**config.mk**
```make
export PLATFORM = sky130hd
export DESIGN_NAME = plp_ctrl
export DESIGN_NICKNAME = d
export VERILOG_FILES = /design/src/rtl/core/plp_pkg.sv /design/src/rtl/core/plp_ctrl.sv
export SDC_FILE = /design/constraint.sdc
export NUM_CORES = 1
export LEC_CHECK = 0
export BUFFER_PORTS_ARGS = -buffer_cell sky130_fd_sc_hd__buf_2
export CAP_MARGIN = 25
export CORE_UTILIZATION = 25
export CTS_CLUSTER_DIAMETER = 120
export CTS_CLUSTER_SIZE = 24
export DETAILED_ROUTE_END_ITERATION = 16
export PLACE_DENSITY = 0.52
export SYNTH_ARGS = -nofsm -noshare
export SYNTH_HDL_FRONTEND = slang
export SYNTH_SLANG_ARGS = --single-unit
```
**constraint.sdc**
```tcl
create_clock -name clk -period 1.9 [get_ports clk]
set_input_delay 0.285 -clock clk [delete_from_list [all_inputs] [get_ports clk]]
set_output_delay 0.285 -clock clk [all_outputs]
set_load 0.01 [all_outputs]
```
**src/rtl/core/plp_pkg.sv**
```systemverilog
// plp_pkg: types, codes and constants shared by the profile lookup modules.
// No dependencies.
package plp_pkg;

  localparam int MAX_NODES = 64;
  localparam int CNT_W     = 7;
  localparam int IDX_W     = 6;
  localparam int DEPTH_W   = 24;
  localparam int SPEED_W   = 24;
  localparam int DENS_W    = 16;
  localparam int NUM_W     = 48;  // divider dividend magnitude
  localparam int PROD_W    = 50;  // signed product / quotient width

  localparam logic [1:0] CMD_WRITE = 2'd0;
  localparam logic [1:0] CMD_HINT  = 2'd1;
  localparam logic [1:0] CMD_SEG   = 2'd2;

  localparam logic [1:0] DIV_SPEED = 2'd0;
  localparam logic [1:0] DIV_GRAD  = 2'd1;
  localparam logic [1:0] DIV_DENS  = 2'd2;

  typedef enum logic [2:0] {
    ST_OK        = 3'd0,
    ST_SEG_RANGE = 3'd1,
    ST_OUTSIDE   = 3'd2,
    ST_ZERO_LEN  = 3'd3,
    ST_BAD_IDX   = 3'd4,
    ST_SAT       = 3'd5
  } status_t;

  typedef struct packed {
    logic [1:0]          cmd;
    logic [IDX_W-1:0]    node_index;
    logic [DEPTH_W-1:0]  node_depth;
    logic [SPEED_W-1:0]  node_speed;
    logic [DENS_W-1:0]   node_density;
    logic [DEPTH_W-1:0]  query_depth;
    logic [IDX_W-1:0]    segment_hint;
  } in_item_t;

  typedef struct packed {
    logic [SPEED_W-1:0]        sound_speed;
    logic signed [SPEED_W-1:0] speed_gradient;
    logic [DENS_W-1:0]         density;
    logic [IDX_W-1:0]          segment_index;
    status_t                   status;
  } out_item_t;

  typedef struct packed {
    logic [DEPTH_W-1:0] depth;
    logic [SPEED_W-1:0] speed;
    logic [DENS_W-1:0]  dens;
  } node_t;

  typedef enum logic [2:0] {
    ADDR_NODE, ADDR_HINT, ADDR_HINT1, ADDR_FIRST,
    ADDR_LAST, ADDR_MID, ADDR_SEG, ADDR_SEG1
  } addr_sel_t;

  typedef enum logic [1:0] {SEG_HINT, SEG_FIRST, SEG_LAST, SEG_SEARCH} seg_sel_t;

  typedef enum logic [1:0] {FIN_ZERO, FIN_ERR, FIN_EVAL} fin_t;

  typedef enum logic [4:0] {
    S_IDLE, S_START, S_RD_H0, S_RD_H1, S_LD_H, S_HDEC,
    S_RD_F0, S_RD_L, S_LD_L, S_CDEC, S_SRCH, S_SWAIT,
    S_RD_S0, S_RD_S1, S_LD_S, S_EVAL, S_DSTART, S_DWAIT, S_DONE
  } state_t;

  typedef struct packed {
    logic      ld_in;
    logic      ram_we;
    addr_sel_t addr_sel;
    logic      ld_a;
    logic      ld_b;
    logic      seg_ld;
    seg_sel_t  seg_sel;
    logic      srch_init;
    logic      srch_step;
    logic      mul;
    logic      div_start;
    logic [1:0] div_sel;
    logic      quot_ld;
    logic      out_load;
    fin_t      fin;
    status_t   err;
  } ctrl_cmd_t;

  typedef struct packed {
    logic [1:0] cmd;
    logic       idx_bad;
    logic       hint_ok;
    logic       a_eq_b;
    logic       q_lt_a;
    logic       q_gt_b;
    logic       srch_more;
    logic       div_done;
    logic       out_free;
  } dp_stat_t;

endpackage

```
**src/rtl/core/plp_ctrl.sv**
```systemverilog
// plp_ctrl: sequencer of the profile lookup: hint test, clamp, binary
// search, segment fetch and divider sequence. Depends on plp_pkg.
module plp_ctrl (
  input  logic               clk,
  input  logic               rst_n,
  input  logic               in_valid,
  output logic               in_ready,
  input  plp_pkg::dp_stat_t  stat,
  output plp_pkg::ctrl_cmd_t cmd
);
  import plp_pkg::*;

  state_t     state_r, state_nxt;
  fin_t       fin_r, fin_nxt;
  status_t    err_r, err_nxt;
  logic [1:0] dsel_r, dsel_nxt;

  always_ff @(posedge clk) begin
    if (!rst_n) begin
      state_r <= S_IDLE;
      fin_r   <= FIN_ZERO;
      err_r   <= ST_OK;
      dsel_r  <= DIV_SPEED;
    end else begin
      state_r <= state_nxt;
      fin_r   <= fin_nxt;
      err_r   <= err_nxt;
      dsel_r  <= dsel_nxt;
    end
  end

  always_comb begin
    state_nxt    = state_r;
    fin_nxt      = fin_r;
    err_nxt      = err_r;
    dsel_nxt     = dsel_r;
    in_ready     = 1'b0;
    cmd          = '0;
    cmd.addr_sel = ADDR_NODE;
    cmd.seg_sel  = SEG_HINT;
    cmd.div_sel  = dsel_r;
    cmd.fin      = fin_r;
    cmd.err      = err_r;
    unique case (state_r)
      S_IDLE: begin
        in_ready = 1'b1;
        if (in_valid) begin
          cmd.ld_in = 1'b1;
          state_nxt = S_START;
        end
      end
      S_START: begin
        cmd.seg_ld = 1'b1;
        fin_nxt    = FIN_ZERO;
        err_nxt    = ST_OK;
        unique case (stat.cmd)
          CMD_WRITE: begin
            if (stat.idx_bad) err_nxt = ST_BAD_IDX;
            else              cmd.ram_we = 1'b1;
            state_nxt = S_DONE;
          end
          CMD_HINT: state_nxt = stat.hint_ok ? S_RD_H0 : S_RD_F0;
          CMD_SEG: begin
            if (stat.hint_ok) begin
              state_nxt = S_RD_H0;
            end else begin
              fin_nxt   = FIN_ERR;
              err_nxt   = ST_SEG_RANGE;
              state_nxt = S_DONE;
            end
          end
          default: state_nxt = S_DONE;
        endcase
      end
      S_RD_H0: begin
        cmd.addr_sel = ADDR_HINT;
        state_nxt    = S_RD_H1;
      end
      S_RD_H1: begin
        cmd.addr_sel = ADDR_HINT1;
        cmd.ld_a     = 1'b1;
        state_nxt    = S_LD_H;
      end
      S_LD_H: begin
        cmd.ld_b  = 1'b1;
        state_nxt = S_HDEC;
      end
      S_HDEC: begin
        if (stat.cmd == CMD_SEG) begin
          if (stat.a_eq_b) begin
            fin_nxt = FIN_ERR; err_nxt = ST_ZERO_LEN; state_nxt = S_DONE;
          end else if (stat.q_lt_a || stat.q_gt_b) begin
            fin_nxt = FIN_ERR; err_nxt = ST_OUTSIDE; state_nxt = S_DONE;
          end else begin
            state_nxt = S_EVAL;
          end
        end else begin
          state_nxt = (!stat.q_lt_a && !stat.q_gt_b) ? S_EVAL : S_RD_F0;
        end
      end
      S_RD_F0: begin
        cmd.addr_sel = ADDR_FIRST;
        state_nxt    = S_RD_L;
      end
      S_RD_L: begin
        cmd.addr_sel = ADDR_LAST;
        cmd.ld_a     = 1'b1;
        state_nxt    = S_LD_L;
      end
      S_LD_L: begin
        cmd.ld_b  = 1'b1;
        state_nxt = S_CDEC;
      end
      S_CDEC: begin
        // a holds the first node, b the last
        if (stat.q_lt_a) begin
          cmd.seg_ld = 1'b1; cmd.seg_sel = SEG_FIRST; state_nxt = S_RD_S0;
        end else if (stat.q_gt_b) begin
          cmd.seg_ld = 1'b1; cmd.seg_sel = SEG_LAST; state_nxt = S_RD_S0;
        end else begin
          cmd.srch_init = 1'b1;
          state_nxt     = S_SRCH;
        end
      end
      S_SRCH: begin
        if (stat.srch_more) begin
          cmd.addr_sel = ADDR_MID;
          state_nxt    = S_SWAIT;
        end else begin
          cmd.seg_ld  = 1'b1;
          cmd.seg_sel = SEG_SEARCH;
          state_nxt   = S_RD_S0;
        end
      end
      S_SWAIT: begin
        cmd.addr_sel  = ADDR_MID;
        cmd.srch_step = 1'b1;
        state_nxt     = S_SRCH;
      end
      S_RD_S0: begin
        cmd.addr_sel = ADDR_SEG;
        state_nxt    = S_RD_S1;
      end
      S_RD_S1: begin
        cmd.addr_sel = ADDR_SEG1;
        cmd.ld_a     = 1'b1;
        state_nxt    = S_LD_S;
      end
      S_LD_S: begin
        cmd.ld_b  = 1'b1;
        state_nxt = S_EVAL;
      end
      S_EVAL: begin
        if (stat.a_eq_b) begin
          fin_nxt = FIN_ERR; err_nxt = ST_ZERO_LEN; state_nxt = S_DONE;
        end else begin
          cmd.mul   = 1'b1;
          dsel_nxt  = DIV_SPEED;
          state_nxt = S_DSTART;
        end
      end
      S_DSTART: begin
        cmd.div_start = 1'b1;
        state_nxt     = S_DWAIT;
      end
      S_DWAIT: begin
        if (stat.div_done) begin
          cmd.quot_ld = 1'b1;
          if (dsel_r == DIV_DENS) begin
            fin_nxt   = FIN_EVAL;
            err_nxt   = ST_OK;
            state_nxt = S_DONE;
          end else begin
            dsel_nxt  = dsel_r + 2'd1;
            state_nxt = S_DSTART;
          end
        end
      end
      S_DONE: begin
        if (stat.out_free) begin
          cmd.out_load = 1'b1;
          state_nxt    = S_IDLE;
        end
      end
      default: state_nxt = S_IDLE;
    endcase
  end

endmodule

```
==> flow_results.org <==
** Status
- Status :: finished, final reports clean

** Global routing
- Antenna violations before repair :: 0
- Summed over all layers, the global routing overflow is 0.
- Entering global routing, the biggest net connects 19 pins.
- Via count of the first global-routing pass :: 1358
- Across every metal layer, demand over resource in global routing totals 0.157.
- The first global-routing pass estimated 6530 µm of wire.

** Setup path
- The worst setup path is captured at an output port.
- Of all nets on the critical path, the largest fanout is 6.
- In this design, the stage delay of the slowest critical-path cell is 0.57 ns.
- At the worst endpoint, the arrival time is 1.57 ns.
- Crit-path slowest cell :: or4b_4
- Critical Path RT :: 1.62 ns
- Cell breakdown of the critical path :: nand2b_4, or4b_4, o21ai_1, buf_2
- The critical path is of the flip-flop to output port type.
- Launching element type of the critical path :: flip-flop

** Place
- Worst slack at placement :: 0.0431 ns
- Half-perimeter wire length after placement :: 3020 µm
- In this run the tool buffered the top-level ports with 36 buffer cells.
- After detailed placement, the total cell area comes to 1590 µm².
- Number of instances in the placed design :: 280
- At the end of routability-driven placement, the weighted congestion stood at 0.851.

** Synth
- In the synthesized netlist, the number of instances is 168.
- The largest total area in the synthesized netlist belongs to dfxtp_1.
- Netlist cell types :: 52
- Sequential area share after synthesis :: 0.195
- Post-synth EDFFs :: 0
- Sorting the synthesized cells by area gives the leading types as dfxtp_1 19%, ha_1 4.1%, nand2b_1 4.1%.
- Proportion of netlist area held by the largest area contributor :: 0.195
- Post-synthesis instance area :: 1230 µm²
- Syn avg cell area :: 7.34 µm²
- Synthesis produced a netlist with a net count of 185.
- In the synthesized netlist the dominant register cell turns out to be dfxtp_1.
- Share of flip-flops with an asynchronous set or reset :: 0
- The Yosys step of the flow raised 0 warnings.
- In this run, synthesis produced a sequential element count of 12.

** Final layout
- Net count of the finished layout :: 239
- Ratio of cells with drive above 1 in the final layout :: 0.412
- Filler instances :: 510
- 0 antenna diodes ended up in the layout.
- Cell area after layout :: 1800 µm²
- Across the whole layout, storage elements account for 256 µm².
- P&R area growth vs syn :: 45.6%
- Combined area of the multi-input logic cells :: 985 µm²
- For this run, the number of standard cells in the final layout without fillers is 288.
- At the end of the flow the core is filled with cells to 0.380.

** Routing
- Residual DRC count :: 0
- Dividing the detail-routed wire length by the instance count gives 13.8 µm.
- Via count :: 1458
- Number of vias per cell after detailed routing :: 5.06
- The detailed router finished its first iteration with 88 violations.
- The first detailed-routing pass ran for 4 iterations.
- Antenna viol nets, final :: 0
- WL final :: 3980 µm

** STA
- Setup violations remaining at the end of the flow were counted as 0.
- Post-route minimum period :: 1.86 ns
- WHS :: 0.333 ns
- Worst setup margin :: 0.0411 ns
- For the pin with the worst max-slew slack, the measured transition is 0.337 ns.
- Setup repair after global routing could not meet its margin everywhere.
- Post-route clock skew :: 0.00297 ns
- Max Freq :: 538 MHz
- Hold violation count in the final report :: 0
- After routing, the total negative slack on setup checks comes to 0 ns.
- The max-slew violation count came to 0.
- Period utilization :: 0.978
- Normalized max-slew margin :: 0.776

** Clock tree
- CTS built an H-tree with a depth of 1.
- Clock tree from TritonCTS :: built
- Worst-case clock buffer depth :: 2
- CTS hold repair buffers :: 0
- CTS Buf Count :: 3
- Clock sink count :: 12
- Clock-pin transition on the worst setup and hold timing paths :: 0.06 ns
- The later pin in the worst-skew pair is clocked with a latency of 0.24 ns.
- Library cell used as clock root buffer :: clkbuf_8

** Power
- PwrDens :: 769 nW/µm²
- The design draws 1.38 mW.
- Pleak :: 0.808 nW
- VDD sags by at most 380 µV.

** Worst hold path
- Hold/Removal Path Class :: primary input to flip-flop

** Floorplanning
- Ports :: 37
- Vert. Die Dim :: 72.2 µm
- Measured along the x axis, the die boundary spans 72.2 µm.
- Core region area :: 4720 µm²
- The initial utilization of the core area, before any placement, comes to 0.261.
- The die covers 5220 µm².
- The floorplan has 25 rows.

** Flow run
- # Max-Cap Violations :: 0
## placed cells by master (no fill, tap or decap), types with 2 or more instances in the layout
cell type  instances
a211oi_2           2
a21boi_1           3
a21o_1             2
a21oi_1            7
a31oi_1            3
and2_1             4
and3_1             4
buf_2             36
buf_4             24
buf_8              2
clkbuf_8           4
dfxtp_1            7
dfxtp_4            4
ha_1               4
inv_1              6
nand2_1           12
nand2b_1           6
nand2b_4           2
nand3_1            6
nand4_1            2
nand4b_1           3
nor2_1            11
nor2b_1            2
nor3_1             4
nor3_2             2
nor3b_1            4
o211a_1            2
o21a_1             2
o21ai_0            4
o21ai_1            6
o21ai_2            2
o21bai_1           2
o22ai_1            3
or2_4              2
or3_1              4
xnor2_1            2
## path summary, 6_finish.rpt
| path | from | end | slack, ns | cells past startpoint |
|---|---|---|---|---|
| max | state_r[4] | cmd[15] | 0.04 | 4 |
| min | stat[7] | err_r[2] | 0.33 | 3 |
| max reg2reg | state_r[0] | fin_r[0] | 0.12 | 5 |
| min reg2reg | err_r[2] | err_r[2] | 0.47 | 2 |
## sequential cells by signal (all words and copies together), names as in the netlist
signal and flops:
dsel_r 2, err_r 3, state_r 5, fin_r 2
## report_power, final
part | internal (mW) | leakage [nW] | total (mW) | switching, mW
clock | 0.183 | 0.0288 | 0.290 | 0.107
combinational | 0.356 | 0.678 | 0.739 | 0.382
sequential | 0.294 | 0.101 | 0.352 | 0.0576
## repair_timing
item	in CTS	in global routing
setup endpoints to repair	13	14
buffers inserted	2	3
pin swaps	0	2
resized for setup	10	25
## cell families (layout without fill, tap and decap cells)
group                      count (synthesis)  after routing  share of synthesized area
buffers and inverters                     20             73                     0.0771
muxes                                      1              1                    0.00811
xor gates and xnor gates                   3              3                     0.0213
and+or+nand+nor                           80             80                      0.386
AOI/OAI and AO/OA                         48             48                      0.272
DFF                                       12             12                      0.195
adders and majority gates                  4              4                     0.0406
## area by class of cell
| type | instances | share of cell area |
|---|---|---|
| clock buffers | 4 | 0.0306 |
| inverters | 7 | 0.0146 |
| multi-input cells | 136 | 0.548 |
| flip-flops and latches | 12 | 0.143 |
| repair buffers | 62 | 0.217 |
| well taps | 67 | 0.0467 |
## routing by layer
metal / wire [µm] / GRT usage / share of wire
met4: 27 / 0.0458 / 0.0068
met1: 1970 / 0.221 / 0.50
met2: 1810 / 0.252 / 0.46
met3: 167 / 0.0153 / 0.042
met5: 0 / 0 / 0
## synthesized netlist by cell type, types with 3 or more instances
cell	instances
dfxtp_1	12
nor2_1	12
nor3b_1	6
nor2b_1	3
nand2b_1	8
and3_1	4
o22ai_1	3
nand2_1	13
a31oi_1	3
o21ai_0	7
buf_2	7
or3_1	4
and2_1	4
inv_1	6
a21oi_1	7
a21boi_1	3
nand3_1	6
o21ai_1	5
nand4b_1	3
clkbuf_1	4
nor3_1	5
ha_1	4
## worst max-delay path: cells and delay by family, from the launching register on
| kind | cells | cell delay (ns) |
|---|---|---|
| AOI/OAI and AO/OA | 1 | 0.09 |
| buffers and inverters | 1 | 0.14 |
| DFF | 1 | 0.36 |
| and+or+nand+nor | 2 | 0.73 |
Power figures use the tool's default switching activity.
